$ cat src/design/foc_mul.sv
// ----------------------------------------------------------------------------
// foc_mul
// Shared signed multiplier with a registered product.
// ----------------------------------------------------------------------------
module foc_mul (
	input logic clk,
	input logic signed [35:0] a,
	input logic signed [35:0] b,
	output logic signed [71:0] prod
);
	always_ff @(posedge clk) begin
		prod <= a * b;
	end
endmodule

$ cat config.mk
export PLATFORM = sky130hd
export DESIGN_NAME = foc_mul
export DESIGN_NICKNAME = d
export VERILOG_FILES = /design/src/design/foc_mul.sv
export SDC_FILE = /design/constraint.sdc
export NUM_CORES = 2
export LEC_CHECK = 0
export BUFFER_PORTS_ARGS = -buffer_cell sky130_fd_sc_hd__buf_2
export CELL_PAD_IN_SITES_DETAIL_PLACEMENT = 1
export CELL_PAD_IN_SITES_GLOBAL_PLACEMENT = 1
export CORE_ASPECT_RATIO = 1.5
export CORE_UTILIZATION = 41
export CTS_BUF_LIST = sky130_fd_sc_hd__clkbuf_4
export CTS_CLUSTER_DIAMETER = 40
export DETAILED_ROUTE_END_ITERATION = 10
export PLACE_DENSITY = 0.79
export SETUP_SLACK_MARGIN = 0.02
export SLEW_MARGIN = 5
export SYNTH_ARGS = -nofsm -noshare
export SYNTH_HDL_FRONTEND = slang
export SYNTH_SLANG_ARGS = --single-unit
$ cat constraint.sdc
create_clock -name clk -period 21.6 [get_ports clk]
set_clock_uncertainty 0.15 [all_clocks]
set_input_delay 2.16 -clock clk [delete_from_list [all_inputs] [get_ports clk]]
set_output_delay 2.16 -clock clk [all_outputs]
set_load 0.02 [all_outputs]
==> flow_metrics.env <==
export IMPL_synth_cell_area_mm2=0.04743
export IMPL_mostFrequentLayoutCell="fa_1"
export IMPL_drive_gt1_share_pct=4.139
export IMPL_hold_ws_ns=1.877
export IMPL_setup_worst_path_end_class="flop"
export IMPL_die_height_um=418.6
export IMPL_slew_limit_fails=0
export IMPL_cts_resized_gates=0
export IMPL_cts_hold_repair_buffers=0
export IMPL_maximum_number_of_pins_on_one_net_before_global_route_repair=38
export IMPL_cp_data_required_time_ns=22.07
export IMPL_hold_path_class="input pin to flop"
export IMPL_first_iter_violations=1503
export IMPL_totalNegativeSetupSlack_ns=0
export IMPL_synth_flop_cell="dfxtp_1"
export IMPL_grt_ovfl_total=0
export IMPL_edff_count_synth=0
export IMPL_worst_endpoint_arrival_ns=11.28
export IMPL_max_cap_violations=0
export IMPL_row_cnt=152
export IMPL_synth_mux_area_fraction_pct=0.04484
export IMPL_yosysSeqAreaShare_pct=3.039
export IMPL_synthToLayoutAreaGrowth_pct=4.070
export IMPL_core_mm2=0.1145
export IMPL_postSynthRegisterBits=72
export IMPL_hold_violations_final=0
export IMPL_library_cell_appearing_most_often_on_the_critical_path="fa_1"
export IMPL_timing_critical_path_fanout_max=36
export IMPL_grt_first_pass_wirelength_um=237000
export IMPL_detailedPlacementHpwl_um=126900
export IMPL_ctsLongestPathBuffers=2
export IMPL_grt_antenna_before_repair=13
export IMPL_setup_worst_path_start="b[1]"
export IMPL_tritoncts="done"
export IMPL_critPathLaunchType="input pin"
export IMPL_synth_top_family_by_area="adder cells"
export IMPL_drtAntennaViolNets=0
export IMPL_average_via_count_per_standard_cell=5.237
export IMPL_biggestRegsByFlops="prod: 72 flops"
export IMPL_clock_sinks=72
export IMPL_worst_pin_slew_ns=1.270
export IMPL_postSynth_asyncResetShare_pct=0
export IMPL_finalCoreUtilization_pct=43.12
export IMPL_slew_headroom_pct=15.27
export IMPL_yosys_area_share_adder_pct=63.98
export IMPL_netlist_instances=5104
export IMPL_type_of_the_setup_path_with_the_least_slack="input pin to flop"
export IMPL_synth_compound_area_share_pct=3.094
export IMPL_rsz0062_at_grt="no"
export IMPL_route_detailed_drc=0
export IMPL_synth_warning_count=0
export IMPL_critPathMaxStageDelay_ns=1.43
export IMPL_htree_num_levels=3
export IMPL_yosys_area_share_simple_pct=15.39
export IMPL_max_fclk_ghz=0.09254
export IMPL_fin_crit_ns=10.81
export IMPL_yosys_area_share_xor_xnor_pct=1.477
export IMPL_most_used_cells_in_the_layout_excluding_fill_and_tap_cells="1379 x fa_1, 1344 x inv_1, 760 x nand2_1, 559 x and2_1, 219 x ha_1"
export IMPL_fin_crit_sh_pct=50.03
export IMPL_die_area_mm2=0.1171
export IMPL_synth_area_per_cell_um2=9.293
export IMPL_vias_in_the_first_global_route=41995
export IMPL_placement_io_buffers=144
export IMPL_wirelength_um=152900
export IMPL_post_cts_repair_setup_buffers=0
export IMPL_globalplace_congestion=0.8862
export IMPL_place_worst_setup_slack_ns=9.758
export IMPL_mappedNetlistNets=6775
export IMPL_die_w_um=279.7
export IMPL_critical_path_slowest_cell="fa_1"
export IMPL_initial_utilization_pct=41.43
export IMPL_status="completed"
export IMPL_numCtsBuffers=9
export IMPL_critical_path_cell_chain="buf_2 -> and2_1 -> fa_1 -> fa_1 -> fa_1 -> fa_1 -> fa_1 -> fa_1 -> fa_1 -> fa_1 -> ha_1 -> a21oi_1 -> o21ai_0 -> or3_1 -> o21ai_2 -> o41ai_1 -> xor2_1"
export IMPL_io_pin_count=145
export IMPL_max_flop_register="prod"
export IMPL_clock_input_transition_at_the_sequential_cells_of_the_worst_setup_and_hold_paths_ns=0.15
export IMPL_ctsRootBufferMaster="clkbuf_4"
export IMPL_finalWorstSetupSlack_ns=10.79
export IMPL_post_drt_wl_per_cell_um=23.34
export IMPL_detailroute_via_count=34303
export IMPL_largest_reg_flops=72
export IMPL_hold_path_startpoint="b[0]"
export IMPL_detailedRoute_firstPassIterationCount=7
export IMPL_nets=6667
export IMPL_count_of_cell_types_in_the_netlist=65
export IMPL_grt_use_total_pct=27.42
export IMPL_report_final_setup_viol=0
layout make-up:
class | count | area [µm²]
Sequential cell | 72 | 1441
Clock inverter | 7 | 71.32
Antenna cell | 9 | 22.52
Multi-Input combinational cell | 3395 | 39840
Inverter | 1344 | 5045
Clock buffer | 9 | 67.56
Fill cell | 13386 | 65130
Tap cell | 1540 | 1927
Timing Repair Buffer | 174 | 945.9
per-stage QoR:
| stage | instances | area [µm²] |
|---|---|---|
| 6_report | 6550 | 49360 |
| 5_1_grt | 6547 | 49360 |
| 4_1_cts | 6541 | 49340 |
| 3_5_place_dp | 6525 | 49200 |
| 3_3_place_gp | 6525 | 49200 |
| 2_1_floorplan | 5104 | 47430 |
synthesized netlist by cell type (all sizes together) (9+ instances only):
library cell / count / share of area (%)
nand2: 760 / 6.0
and2: 559 / 7.4
nor3: 11 / 0.12
a31oi: 9 / 0.12
fa: 1379 / 58
dfxtp: 72 / 3.0
inv: 1344 / 11
nand3: 19 / 0.21
o21bai: 10 / 0.16
xor2: 28 / 0.52
xnor2: 52 / 0.96
nor2b: 36 / 0.47
nand4: 20 / 0.26
nand2b: 12 / 0.16
clkbuf: 287 / 2.3
ha: 219 / 5.8
o21ai: 46 / 0.50
nor2: 43 / 0.34
a21o: 37 / 0.59
a21oi: 70 / 0.75
per-layer routing:
layer	track usage, %	share of wire (%)	vias up
met3	3.314	3.7	656
met1	25.63	30	18393
met2	51.16	55	1107
met5	0	0.067	-
met4	25.69	11	16
li1	-	-	14131
critical path: cells and delay by family:
family | cells | cell delay (ns)
adders and majority gates | 9 | 6.05
AOI/OAI and AO/OA | 4 | 1.41
and+or+nand+nor | 2 | 0.73
buffers and inverters | 1 | 0.68
xor gates and xnor gates | 1 | 0.17
path summary, 6_finish.rpt:
| kind | cells past startpoint | slack, ns | end |
|---|---|---|---|
| worst max-delay path | 17 | 10.79 | prod[68] |
| worst min-delay path | 3 | 1.88 | prod[0] |
cells by family (layout without fill, tap and decap cells):
| family | count (synthesis) | count (layout) |
|---|---|---|
| buf+inv | 1637 | 1534 |
| fa+ha+maj | 1598 | 1598 |
| simple gates | 1487 | 1487 |
| compound gates | 228 | 228 |
| xor+xnor | 80 | 80 |
| flops | 72 | 72 |
| mux | 2 | 2 |
| other cells | 0 | 9 |
Power is left out: the tool's default activity adds up to more than one toggle a clock period on the data nets, which glitch-free logic cannot reach.
