<file path="config.mk">
export PLATFORM = sky130hd
export DESIGN_NAME = foc_sqrt
export DESIGN_NICKNAME = d
export VERILOG_FILES = /design/src/design/foc_pkg.sv /design/src/design/foc_sqrt.sv
export SDC_FILE = /design/constraint.sdc
export NUM_CORES = 1
export LEC_CHECK = 0
export BUFFER_PORTS_ARGS = -buffer_cell sky130_fd_sc_hd__buf_2
export CAP_MARGIN = 20
export CORE_MARGIN = 5
export CORE_UTILIZATION = 50
export CTS_CLUSTER_SIZE = 8
export DETAILED_ROUTE_END_ITERATION = 12
export PLACE_DENSITY = 0.71
export RECOVER_POWER = 100
export SLEW_MARGIN = 10
export SYNTH_ARGS = -nofsm -noshare
export SYNTH_HDL_FRONTEND = slang
export SYNTH_SLANG_ARGS = --single-unit
</file>
<file path="constraint.sdc">
create_clock -name clk -period 11.3 [get_ports clk]
set_clock_uncertainty 0.2 [all_clocks]
set_input_delay 1.13 -clock clk [delete_from_list [all_inputs] [get_ports clk]]
set_output_delay 1.13 -clock clk [all_outputs]
set_load 0.02 [all_outputs]
</file>
<file path="src/design/foc_pkg.sv">
// ----------------------------------------------------------------------------
// foc_pkg
// Shared constants, types, the sine table and saturation helpers of the
// dq current loop.
// ----------------------------------------------------------------------------
package foc_pkg;

	localparam int SINE_TABLE_ENTRIES = 1024;
	localparam int SINE_IDX_W = $clog2(SINE_TABLE_ENTRIES);

	localparam logic [63:0] QA = 64'd1686629713;
	localparam logic [63:0] QB = 64'd688904866;
	localparam logic [63:0] QC = 64'd76016977;
	localparam logic [30:0] TWO_THIRDS_Q31 = 31'd1431655751;
	localparam logic [31:0] INV_SQRT3_Q32 = 32'd2479700525;
	localparam logic [31:0] THIRD_TURN = 32'h5555_5555;
	localparam logic [31:0] QUARTER_TURN = 32'h4000_0000;
	localparam logic [31:0] MAG_FLOOR = 32'd66;
	localparam logic [31:0] SAMPLE_PERIOD_RST = 32'd268435;
	localparam int CFG_IDX_W = 4;

	typedef enum logic [CFG_IDX_W-1:0] {
		REG_KP_D = 4'd0,
		REG_KI_D = 4'd1,
		REG_KP_Q = 4'd2,
		REG_KI_Q = 4'd3,
		REG_SAMPLE_PERIOD = 4'd4,
		REG_INDUCTANCE_D = 4'd5,
		REG_INDUCTANCE_Q = 4'd6,
		REG_FLUX_LINKAGE = 4'd7
	} cfg_reg_t;

	typedef enum logic [5:0] {
		S_IDLE, S_LUT, S_SMUL, S_SCUR, S_SACC,
		S_PRKD, S_PRKQ, S_PRKE,
		S_PI0, S_PI1, S_PI2, S_PI3, S_PI4, S_PI5,
		S_FF0, S_FF1, S_FF2, S_FF3, S_FF4, S_FF5,
		S_SQ0, S_SQ1, S_SQ2, S_VMAX, S_SQW,
		S_LIM0, S_LIM1, S_LIM2, S_DONE
	} state_t;

	typedef logic signed [16:0] sine_tab_t [SINE_TABLE_ENTRIES];

	function automatic logic signed [16:0] poly_sine(input logic [31:0] ph);
		logic [63:0] x;
		logic [63:0] x2;
		logic [63:0] t;
		logic [63:0] u;
		logic [63:0] y;
		logic [63:0] r;
		x = {34'd0, ph[29:0]};
		if (ph[30]) begin
			x = 64'h4000_0000 - x;
		end
		x2 = (x * x) >> 30;
		t = QB - ((x2 * QC) >> 30);
		u = QA - ((x2 * t) >> 30);
		y = (x * u) >> 30;
		r = (y + 64'h4000) >> 15;
		if (r > 64'd32768) begin
			r = 64'd32768;
		end
		return ph[31] ? -$signed(17'(r)) : $signed(17'(r));
	endfunction

	function automatic sine_tab_t build_sine_tab();
		sine_tab_t tab;
		for (int k = 0; k < SINE_TABLE_ENTRIES; k++) begin
			tab[k] = poly_sine(32'((64'(k) << 32) / SINE_TABLE_ENTRIES));
		end
		return tab;
	endfunction

	localparam sine_tab_t SINE_TAB = build_sine_tab();

	function automatic logic signed [31:0] sat32(input logic signed [71:0] v);
		if (v > 72'sd2147483647) begin
			return 32'sh7FFF_FFFF;
		end else if (v < -72'sd2147483648) begin
			return 32'sh8000_0000;
		end
		return v[31:0];
	endfunction

	function automatic logic signed [15:0] sat16(input logic signed [71:0] v);
		if (v > 72'sd32767) begin
			return 16'sh7FFF;
		end else if (v < -72'sd32768) begin
			return 16'sh8000;
		end
		return v[15:0];
	endfunction

	function automatic logic signed [71:0] rnd32(input logic signed [71:0] v);
		return (v + 72'sh8000_0000) >>> 32;
	endfunction

endpackage

</file>
<file path="src/design/foc_sqrt.sv">
// ----------------------------------------------------------------------------
// foc_sqrt
// Iterative floor square root of a 64-bit value, one result bit per cycle.
// ----------------------------------------------------------------------------
module foc_sqrt
	import foc_pkg::*;
(
	input logic clk,
	input logic arst_n,
	input logic start,
	input logic [63:0] radicand,
	output logic done,
	output logic [31:0] root
);
	logic run_q;
	logic done_q;
	logic [63:0] v_q;
	logic [63:0] r_q;
	logic [63:0] bit_q;
	logic [63:0] trial;

	assign trial = r_q + bit_q;
	assign done = done_q;
	assign root = r_q[31:0];

	always_ff @(posedge clk or negedge arst_n) begin
		if (!arst_n) begin
			run_q <= 1'b0;
			done_q <= 1'b0;
		end else begin
			done_q <= run_q && bit_q[0];
			if (start) begin
				run_q <= 1'b1;
			end else if (run_q && bit_q[0]) begin
				run_q <= 1'b0;
			end
		end
	end

	always_ff @(posedge clk) begin
		if (start) begin
			v_q <= radicand;
			r_q <= '0;
			bit_q <= 64'd1 << 62;
		end else if (run_q) begin
			if (v_q >= trial) begin
				v_q <= v_q - trial;
				r_q <= (r_q >> 1) + bit_q;
			end else begin
				r_q <= r_q >> 1;
			end
			bit_q <= bit_q >> 2;
		end
	end
endmodule

</file>
==> metrics.txt <==
status=finished with violations; failing checks=max-capacitance violations, max-slew violations; grt ovf=0; first drt pass iteration count=6; Storage cell area=3890 sq um; die area=33800 sq um; Starting Density=50.8%; deepest level of the CTS H-tree=4; Multi-input gate area=10400 sq um; post-CTS setup buffer count=0; Area contributors post-synth=dfxtp_1, edfxtp_1, ha_1; DP Area=15500 sq um; placed insts=2276; Synth area leader=dfxtp_1; Layout area overhead=5.79%; Avg Cell Area, Syn=7.88 sq um; nets=2104; DRC Markers=0; crit path kind=reg -> reg; ys async rst share=1.23%; Clock Latency Late Sink=between 0.4 and 0.5 ns; Sink Count=162; Die H=184 um; area of the mapped netlist=15100 sq um; Main synth FF type=dfxtp_1; Critical Path Source Type=flip-flop; CP Capture Type=flip-flop; chip width=about 180 um; CTS tree=yes; pin count of the biggest net entering global routing=160; Bufs and invs on worst path=2; DR vias=14.2k; row count=63; critical path required time=11.24 ns; Final HPWL DP=between 30000 and 40000 um; VDD IR max=0.130 mV; area share of the largest cell type after synthesis=12.7%; DR iter-0 viols=around 1.4k; number of non-filler instances in the completed layout=2308; Post-synth EDFFs=64; root buffer cell=clkbuf_16; Critical Path AT=between 8 and 9 ns; post-synthesis sequential area ratio=25.8%; final core area utilization=about 54%; Synth Instances=1916; fmax=113 MHz; Worst path top cell family by delay=compound AO/OA/AOI/OAI gates; fillcell total=approximately 2.8k; Hold Crit Class=in -> async; Final Cell Area=about 16000 sq um; CP cell instances=ha_1, a31oi_1, a211oi_1, a221o_1, a41o_1, a21oi_1, o21ai_1, a311oi_1, o21bai_1, a31oi_1, xor2_1, ha_1, nand2_1, nor2_1, a211oi_1, o21ai_0, a211o_1, nor2_4, clkbuf_1, o21ai_4, buf_4; final wirelength=43000 um; n_diodes=0; Yosys reg bits=around 160; Hold-fix buffers, CTS=0; worst setup margin=2.44 ns; first-pass GRT wire length=around 70000 um; CTS clk-pin slew, worst paths=0.06 ns; Power Density=around 260 nW/um^2; number of global-route vias before repair=13.4k; Max-slew headroom=-316%; Tmin final=between 8 and 9 ns; num ports=100; crit path max fanout=64; Leak Pwr=6.33 nW; DR vias/cell=6.15; TNS Setup=0 ns; ratio of cells with drive above 1 in the final layout=6.93%; YS warnings=0; dpl ws=slightly above 4 ns; Syn Nets=2114; clk buf depth=2; worst stage delay on the critical path=between 2 and 2.5 ns; initial antenna violation count=0; I/O Buffers=99; CTS buffer count=17; Wirelength per Cell=18.6 um; Post-CTS Resized=0; max-cap violations=4; core area=29700 sq um; Synth cell types=88; Overall Global Routing Usage=24.9%; final number of setup-violating endpoints=0; Placer Congestion=0.958; Max Slew Vio Count=372; slowest library cell on the worst path=clkbuf_1; Fin. Hold Viols=0; RSZ-0062 raised after global routing=no; part of the cycle the worst path needs=78.4%; Worst-Margin Slew=6.24 ns; Final ANT Viol Nets=0
==> synth_stat cells, types with 12 or more instances <==
cell and number:
and3_1 12, inv_1 37, nor2_1 186, nand2b_1 13, nand4_1 33, nand2_1 241
a311oi_1 14, a221oi_1 15, a21o_1 54, xnor2_1 86, ha_1 130, nand3_1 36
a211oi_1 37, edfxtp_1 64, and2_1 17, a31oi_1 59, o21ai_0 132, buf_2 13
o21bai_1 23, nor2b_1 18, a31o_2 13, nor3_1 28, a21oi_1 120, xor2_1 72
or3_1 17, mux2i_1 42, buf_4 37, dfxtp_1 96, o21ai_1 34, clkbuf_1 80
==> layer usage <==
layer / global-route usage, % / vias up / wire [um]
li1: - / 7020 / -
met1: 33.1 / 6598 / 19000
met2: 40.3 / 504 / 19600
met3: 5.26 / 79 / 3040
met4: 8.67 / 0 / 1370
met5: 0 / - / 0
==> kinds of logic after synthesis <==
group                      Yosys count  synth area share [%]
muxes                               49                  3.31
and+or+nand+nor                    632                  18.9
DFF                                162                  25.8
xor gates and xnor gates           158                  9.17
adders and majority gates          131                  10.9
AOI/OAI and AO/OA                  612                  26.5
buffers and inverters              172                  5.35
==> report_power, final <==
| group | internal, W | switching [W] |
|---|---|---|
| logic | 0.000989 | 0.00162 |
| clock network | 0.000318 | 0.000253 |
| registers | 0.000850 | 0.000142 |
==> cell usage in the layout (no fill, tap or decap), types with 12 or more instances in the layout <==
| cell | netlist | layout |
|---|---|---|
| a211oi_1 | 37 | 38 |
| a21o_1 | 54 | 54 |
| a21oi_1 | 120 | 121 |
| a221oi_1 | 15 | 15 |
| a311oi_1 | 14 | 15 |
| a31o_2 | 13 | 12 |
| a31oi_1 | 59 | 59 |
| and2_1 | 17 | 17 |
| and3_1 | 12 | 12 |
| buf_2 | 13 | 64 |
| clkbuf_1 | 80 | 41 |
| clkbuf_16 | 0 | 18 |
| dfxtp_1 | 96 | 96 |
| edfxtp_1 | 64 | 64 |
| ha_1 | 130 | 130 |
| inv_1 | 37 | 37 |
| mux2i_1 | 42 | 42 |
| nand2_1 | 241 | 241 |
| nand2b_1 | 13 | 13 |
| nand3_1 | 36 | 36 |
| nand4_1 | 33 | 33 |
| nor2_1 | 186 | 186 |
| nor2b_1 | 18 | 18 |
| nor3_1 | 28 | 28 |
| o21ai_0 | 132 | 142 |
| o21ai_1 | 34 | 24 |
| o21bai_1 | 23 | 23 |
| or3_1 | 17 | 17 |
| xnor2_1 | 86 | 86 |
| xor2_1 | 72 | 72 |
==> registers in the layout, indices dropped and copies added (netlist names) <==
register,cells
r_q,64
v_q,64
bit_q,32
done,1
run_q,1
==> metrics by stage <==
step | total power [W] | hold WS (ns)
finish | 0.00417 | 0.270
global route | 0.00448 | 0.262
CTS | 0.00413 | 0.256
detailed placement | 0.00354 | 0.306
global placement | 0.00351 | 0.301
floorplan | 0.00297 | 0.274
==> path summary, 6_finish.rpt <==
check	startpoint	to	slack, ns	cells past startpoint
setup reg to reg	r_q[2]$_SDFFE_PP0P_	v_q[55]$_DFFE_PP_	2.44	21
setup / recovery	r_q[2]$_SDFFE_PP0P_	v_q[55]$_DFFE_PP_	2.44	21
hold reg to reg	r_q[0]$_SDFFE_PP0P_	r_q[0]$_SDFFE_PP0P_	0.31	2
min in group clk	r_q[0]$_SDFFE_PP0P_	r_q[0]$_SDFFE_PP0P_	0.31	2
max in group asynchronous	arst_n	run_q$_DFFE_PN0P_	10.50	1
hold / removal	arst_n	done$_DFF_PN0_	0.27	1
==> final cells by class <==
class | count | share of cell area (%)
Inverter | 37 | 0.870
Tap cell | 390 | 3.06
Clock inverter | 9 | 0.501
Timing Repair Buffer | 106 | 3.27
Multi-Input combinational cell | 1582 | 65.0
Clock buffer | 22 | 2.94
Sequential cell | 162 | 24.4
Power figures use the tool's default switching activity.
