**src/design/foc_pkg.sv**
```systemverilog
// ----------------------------------------------------------------------------
// foc_pkg
// Shared constants, types, the sine table and saturation helpers of the
// dq current loop.
// ----------------------------------------------------------------------------
package foc_pkg;

	localparam int SINE_TABLE_ENTRIES = 1024;
	localparam int SINE_IDX_W = $clog2(SINE_TABLE_ENTRIES);

	localparam logic [63:0] QA = 64'd1686629713;
	localparam logic [63:0] QB = 64'd688904866;
	localparam logic [63:0] QC = 64'd76016977;
	localparam logic [30:0] TWO_THIRDS_Q31 = 31'd1431655751;
	localparam logic [31:0] INV_SQRT3_Q32 = 32'd2479700525;
	localparam logic [31:0] THIRD_TURN = 32'h5555_5555;
	localparam logic [31:0] QUARTER_TURN = 32'h4000_0000;
	localparam logic [31:0] MAG_FLOOR = 32'd66;
	localparam logic [31:0] SAMPLE_PERIOD_RST = 32'd268435;
	localparam int CFG_IDX_W = 4;

	typedef enum logic [CFG_IDX_W-1:0] {
		REG_KP_D = 4'd0,
		REG_KI_D = 4'd1,
		REG_KP_Q = 4'd2,
		REG_KI_Q = 4'd3,
		REG_SAMPLE_PERIOD = 4'd4,
		REG_INDUCTANCE_D = 4'd5,
		REG_INDUCTANCE_Q = 4'd6,
		REG_FLUX_LINKAGE = 4'd7
	} cfg_reg_t;

	typedef enum logic [5:0] {
		S_IDLE, S_LUT, S_SMUL, S_SCUR, S_SACC,
		S_PRKD, S_PRKQ, S_PRKE,
		S_PI0, S_PI1, S_PI2, S_PI3, S_PI4, S_PI5,
		S_FF0, S_FF1, S_FF2, S_FF3, S_FF4, S_FF5,
		S_SQ0, S_SQ1, S_SQ2, S_VMAX, S_SQW,
		S_LIM0, S_LIM1, S_LIM2, S_DONE
	} state_t;

	typedef logic signed [16:0] sine_tab_t [SINE_TABLE_ENTRIES];

	function automatic logic signed [16:0] poly_sine(input logic [31:0] ph);
		logic [63:0] x;
		logic [63:0] x2;
		logic [63:0] t;
		logic [63:0] u;
		logic [63:0] y;
		logic [63:0] r;
		x = {34'd0, ph[29:0]};
		if (ph[30]) begin
			x = 64'h4000_0000 - x;
		end
		x2 = (x * x) >> 30;
		t = QB - ((x2 * QC) >> 30);
		u = QA - ((x2 * t) >> 30);
		y = (x * u) >> 30;
		r = (y + 64'h4000) >> 15;
		if (r > 64'd32768) begin
			r = 64'd32768;
		end
		return ph[31] ? -$signed(17'(r)) : $signed(17'(r));
	endfunction

	function automatic sine_tab_t build_sine_tab();
		sine_tab_t tab;
		for (int k = 0; k < SINE_TABLE_ENTRIES; k++) begin
			tab[k] = poly_sine(32'((64'(k) << 32) / SINE_TABLE_ENTRIES));
		end
		return tab;
	endfunction

	localparam sine_tab_t SINE_TAB = build_sine_tab();

	function automatic logic signed [31:0] sat32(input logic signed [71:0] v);
		if (v > 72'sd2147483647) begin
			return 32'sh7FFF_FFFF;
		end else if (v < -72'sd2147483648) begin
			return 32'sh8000_0000;
		end
		return v[31:0];
	endfunction

	function automatic logic signed [15:0] sat16(input logic signed [71:0] v);
		if (v > 72'sd32767) begin
			return 16'sh7FFF;
		end else if (v < -72'sd32768) begin
			return 16'sh8000;
		end
		return v[15:0];
	endfunction

	function automatic logic signed [71:0] rnd32(input logic signed [71:0] v);
		return (v + 72'sh8000_0000) >>> 32;
	endfunction

endpackage

```
**src/design/foc_div.sv**
```systemverilog
// ----------------------------------------------------------------------------
// foc_div
// Restoring divider, 64-bit dividend by 32-bit divisor, one bit per cycle.
// ----------------------------------------------------------------------------
module foc_div
	import foc_pkg::*;
(
	input logic clk,
	input logic arst_n,
	input logic start,
	input logic [63:0] dividend,
	input logic [31:0] divisor,
	output logic done,
	output logic [63:0] quotient
);
	logic run_q;
	logic done_q;
	logic [5:0] cnt_q;
	logic [31:0] rem_q;
	logic [31:0] dvs_q;
	logic [63:0] quo_q;
	logic [32:0] shifted;
	logic take;

	assign shifted = {rem_q, quo_q[63]};
	assign take = shifted >= {1'b0, dvs_q};
	assign done = done_q;
	assign quotient = quo_q;

	always_ff @(posedge clk or negedge arst_n) begin
		if (!arst_n) begin
			run_q <= 1'b0;
			done_q <= 1'b0;
			cnt_q <= '0;
		end else begin
			done_q <= run_q && (cnt_q == 6'd0);
			if (start) begin
				run_q <= 1'b1;
				cnt_q <= 6'd63;
			end else if (run_q) begin
				cnt_q <= cnt_q - 6'd1;
				if (cnt_q == 6'd0) begin
					run_q <= 1'b0;
				end
			end
		end
	end

	always_ff @(posedge clk) begin
		if (start) begin
			rem_q <= '0;
			dvs_q <= divisor;
			quo_q <= dividend;
		end else if (run_q) begin
			rem_q <= take ? 32'(shifted - {1'b0, dvs_q}) : shifted[31:0];
			quo_q <= {quo_q[62:0], take};
		end
	end
endmodule

```
**config.mk**
```make
export PLATFORM = sky130hd
export DESIGN_NAME = foc_div
export DESIGN_NICKNAME = d
export VERILOG_FILES = /design/src/design/foc_pkg.sv /design/src/design/foc_div.sv
export SDC_FILE = /design/constraint.sdc
export NUM_CORES = 1
export LEC_CHECK = 0
export BUFFER_PORTS_ARGS = -buffer_cell sky130_fd_sc_hd__buf_2
export CAP_MARGIN = 20
export CORE_MARGIN = 8
export CORE_UTILIZATION = 55
export CTS_CLUSTER_DIAMETER = 100
export CTS_CLUSTER_SIZE = 8
export DETAILED_ROUTE_END_ITERATION = 6
export GPL_TIMING_DRIVEN = 0
export PLACE_DENSITY = 0.81
export SLEW_MARGIN = 10
export SYNTH_ARGS = -nofsm -noshare
export SYNTH_HDL_FRONTEND = slang
export SYNTH_SLANG_ARGS = --single-unit
```
**constraint.sdc**
```tcl
create_clock -name clk -period 5.53 [get_ports clk]
set_clock_uncertainty 0.05 [all_clocks]
set_input_delay 0.8295 -clock clk [delete_from_list [all_inputs] [get_ports clk]]
set_output_delay 0.8295 -clock clk [all_outputs]
set_load 0.005 [all_outputs]
```
==> parameters.txt <==
Parameter                              Value

Yosys
  Cells after synthesis ... 612
  Number of enable flip-flop cells after synthesis ... 96
  Mapped Area ... 7220 um^2
  Synth Warn # ... 0
  Most instantiated flip-flop cell in the synthesis netlist ... sky130_fd_sc_hd__edfxtp_1
  Yosys reg bits ... 136
  Dominant combinational cell family by area after synthesis ... compound AO/OA/AOI/OAI gates
  Area fraction in compound gates after synthesis ... 13.3%
  Post-synth net total ... 746
  Portion of netlist area occupied by mux cells ... 13.1%
  Simple-gate portion of the synthesized area ... 8.53%
  Post-synthesis xor/xnor area fraction ... 3.76%
  Fraction of registers with async set or reset after synthesis ... 5.88%
  Fraction of the mapped netlist area in adder cells ... 6.17%
  Mean instance size in the synthesized netlist ... 11.8 um^2
  Sequential-to-total area share from yosys stat ... 51.6%
  Synth unique cells ... 60

Timing
  Setup repair after global routing missed its margin ... no
  Highest Clock Rate ... 0.302 GHz
  Slew HR ... 44.8%
  Final period utilization ... 59.9%
  Accumulated negative setup slack ... 0 ns
  Final critical path time including I/O delays and setup ... 3.31 ns
  Pins Over Slew Limit ... 0
  Finish-stage setup viols ... 0
  Pin slew with the least headroom to its limit ... 0.828 ns
  Count of endpoints failing hold in the final timing report ... 0

Power
  Final Power ... 4210 uW
  Power density relative to cell area ... 474 nW/um^2
  Maximum vdd drop ... 237 uV
  Leakage ... 0.00395 uW

Clocking
  TritonCTS sink count ... 136
  CTS max path bufs ... 2
  Clock tree from TritonCTS ... done
  Clk Tree Root Cell ... sky130_fd_sc_hd__clkbuf_16
  H-tree depth ... 4
  Worst-skew pair later-pin latency ... 0.43 ns
  Register clock-pin slew on the reported worst setup and hold paths ... 0.06 ns
  Number of buffers created by CTS ... 17
  Total of cells resized after clock tree synthesis ... 0
  Hold bufs inserted after CTS ... 0
  Post-CTS Setup Inserts ... 0

Worst setup path
  Crit path max-delay family ... compound AO/OA/AOI/OAI gates
  Type of the setup path with the least slack ... flop to flop
  Critical path required time ... 5.78 ns
  Crit end category ... flop
  Endpoint arrival time on the critical path ... 3.57 ns
  Worst path cell trace ... inv_1, ha_1, fa_1, nor2b_1, o31a_1, o31ai_2, a21oi_1, a31o_1, a211o_1, a31oi_1, xnor2_1, a221o_1
  Worst-path fanout max ... 5
  Buffers & Inverters on Critical Path ... 1
  Startpoint type of the worst setup path ... flop
  Worst path slowest cell ... sky130_fd_sc_hd__edfxtp_1
  Longest individual stage delay on the worst path ... 0.43 ns

Route
  Detailed Route Iter0 Violations ... 362
  Routed len/inst ... 18.7 um
  Detailed Routing Iterations Pass 1 ... 5
  Vias per std cell ... 5.66
  Routed Antenna Nets ... 0
  Number of remaining DRC errors ... 0
  WL final ... 18.4 mm
  Via Count ... 5,569

Floorplanning
  Die ar. ... 17,000 um^2
  Horizontal die dimension ... 131 um
  Top Ports ... 164
  Initial Util ... 55.4%
  Core area ... 13,000 um^2
  Die span in y ... 131 um
  FP Rows ... 42

Global routing
  Via count of the first global-routing pass ... 5,964
  Largest net degree at the start of global routing ... 45
  Wire length of the first global-routing pass ... 29.4 mm
  GRT Overall Usage ... 22.4%
  Leftover overflow at the end of global routing ... 0
  Number of antenna violations at the first check in global routing ... 2

Hold path
  Classification of the worst-slack hold path ... input port to asynchronous set/reset pin

Placement
  Port buffer count ... 163
  RePlAce Congestion ... 0.925
  HPWL Detailed ... 13.7 mm
  Placed Instances ... 952

Flow run
  Max-Cap Viols ... 0

Finish
  Finished Core Util ... 68.1%
  Number of nets in the finished design ... 929
  Count of non-filler cells in the finished layout ... 984
  P&R area growth vs syn ... 23.0%
  Fraction of layout cells with a size suffix above 1 ... 34.3%
  Antenna Diode Count ... 0
  Number of filler instances in the final layout ... 999

Outcome
  Outcome ... finished clean
[synth_stat cells, types with 9 or more instances]
| master | number | area [um^2] |
|---|---|---|
| sky130_fd_sc_hd__edfxtp_1 | 96 | 2880 |
| sky130_fd_sc_hd__nand2_1 | 34 | 128 |
| sky130_fd_sc_hd__xor2_1 | 9 | 78.8 |
| sky130_fd_sc_hd__and3_1 | 11 | 68.8 |
| sky130_fd_sc_hd__dfxtp_1 | 32 | 641 |
| sky130_fd_sc_hd__mux2_2 | 65 | 732 |
| sky130_fd_sc_hd__xnor2_1 | 22 | 193 |
| sky130_fd_sc_hd__inv_1 | 38 | 143 |
| sky130_fd_sc_hd__a21o_1 | 20 | 150 |
| sky130_fd_sc_hd__a211oi_1 | 17 | 128 |
| sky130_fd_sc_hd__a21oi_1 | 26 | 130 |
| sky130_fd_sc_hd__mux2i_1 | 20 | 200 |
| sky130_fd_sc_hd__ha_1 | 34 | 425 |
| sky130_fd_sc_hd__nand2b_1 | 9 | 56.3 |
| sky130_fd_sc_hd__clkbuf_1 | 13 | 48.8 |
| sky130_fd_sc_hd__nand3_1 | 13 | 65.1 |
| sky130_fd_sc_hd__nor2_1 | 34 | 128 |
| sky130_fd_sc_hd__o21ai_0 | 19 | 95.1 |
[final cells by class]
type | instances | area (um^2) | share of cell area, %
clock inverters | 14 | 171 | 1.93
well taps | 176 | 220 | 2.48
repair buffers | 164 | 836 | 9.42
plain buffers | 26 | 116 | 1.31
flip-flops and latches | 136 | 3720 | 42.0
clock buffers | 18 | 429 | 4.84
inverters | 38 | 143 | 1.61
multi-input cells | 412 | 3230 | 36.4
[flip-flops by register name (all words and copies together), names as in the netlist]
name and cells:
run_q 1, quotient 64, dvs_q 32, rem_q 32
done 1, cnt_q 6
[stage by stage]
step / instance area [um^2] / hold slack (ns) / worst slack (ns)
after floorplan: 7220 / 0.403 / 2.50
after global placement: 8250 / 0.426 / 1.07
after detailed placement: 8270 / 0.438 / 2.04
after CTS: 8870 / 0.182 / 2.25
after global routing: 8870 / 0.186 / 2.02
final: 8870 / 0.190 / 2.22
[power by group]
group | switching [uW] | internal (uW) | total (uW)
Sequential | 137 | 1300 | 1430
Clock | 447 | 713 | 1160
Combinational | 874 | 740 | 1610
Total | 1460 | 2750 | 4210
[logic make-up after synthesis]
kind of cell             Yosys count
AND/OR/NAND/NOR                  128
multiplexers                      86
flip-flops                       136
XOR/XNOR                          31
adder cells (fa/ha/maj)           35
AO/OA/AOI/OAI                    132
buffers and inverters             64
[cells in the final DEF, fill, tap and decap left out, types with 4 or more instances in the layout]
master / instances
sky130_fd_sc_hd__mux2_2: 65
sky130_fd_sc_hd__nand2b_1: 9
sky130_fd_sc_hd__a21o_1: 20
sky130_fd_sc_hd__buf_1: 7
sky130_fd_sc_hd__edfxtp_1: 96
sky130_fd_sc_hd__mux2i_1: 20
sky130_fd_sc_hd__and3_1: 11
sky130_fd_sc_hd__nand3_1: 13
sky130_fd_sc_hd__a31oi_1: 5
sky130_fd_sc_hd__nand2_1: 34
sky130_fd_sc_hd__clkinv_2: 4
sky130_fd_sc_hd__nor2b_1: 5
sky130_fd_sc_hd__a21oi_1: 26
sky130_fd_sc_hd__a211oi_1: 17
sky130_fd_sc_hd__clkbuf_16: 17
sky130_fd_sc_hd__o21a_1: 5
sky130_fd_sc_hd__buf_2: 166
sky130_fd_sc_hd__nor3_1: 6
sky130_fd_sc_hd__o21ai_0: 19
sky130_fd_sc_hd__xor2_1: 9
sky130_fd_sc_hd__inv_1: 37
sky130_fd_sc_hd__dfrtp_1: 8
sky130_fd_sc_hd__a221o_1: 8
sky130_fd_sc_hd__ha_1: 34
sky130_fd_sc_hd__xnor2_1: 22
sky130_fd_sc_hd__dfxtp_1: 32
sky130_fd_sc_hd__clkbuf_1: 14
sky130_fd_sc_hd__inv_6: 4
sky130_fd_sc_hd__nor2_1: 34
[metal layers]
layer	vias to the layer above	global-route usage (%)	part of all wire (%)
li1	2638	-	-
met1	2679	24.4	39
met2	207	36.6	48
met3	41	10.6	9.7
met4	4	9.52	2.7
met5	-	0	0.18
[final timing paths]
path                              startpoint   endpoint  slack, ns  depth (start not counted)
worst max-delay path            quotient[63]  rem_q[30]       2.22                         12
worst min-delay path                  arst_n   cnt_q[2]       0.19                          1
worst max register to register  quotient[63]  rem_q[30]       2.22                         12
worst min register to register      rem_q[9]   rem_q[9]       0.44                          2
max in group asynchronous             arst_n      run_q       5.06                          1
min in group clk                    rem_q[9]   rem_q[9]       0.44                          2
No activity file was read; power rests on OpenSTA's default activity.
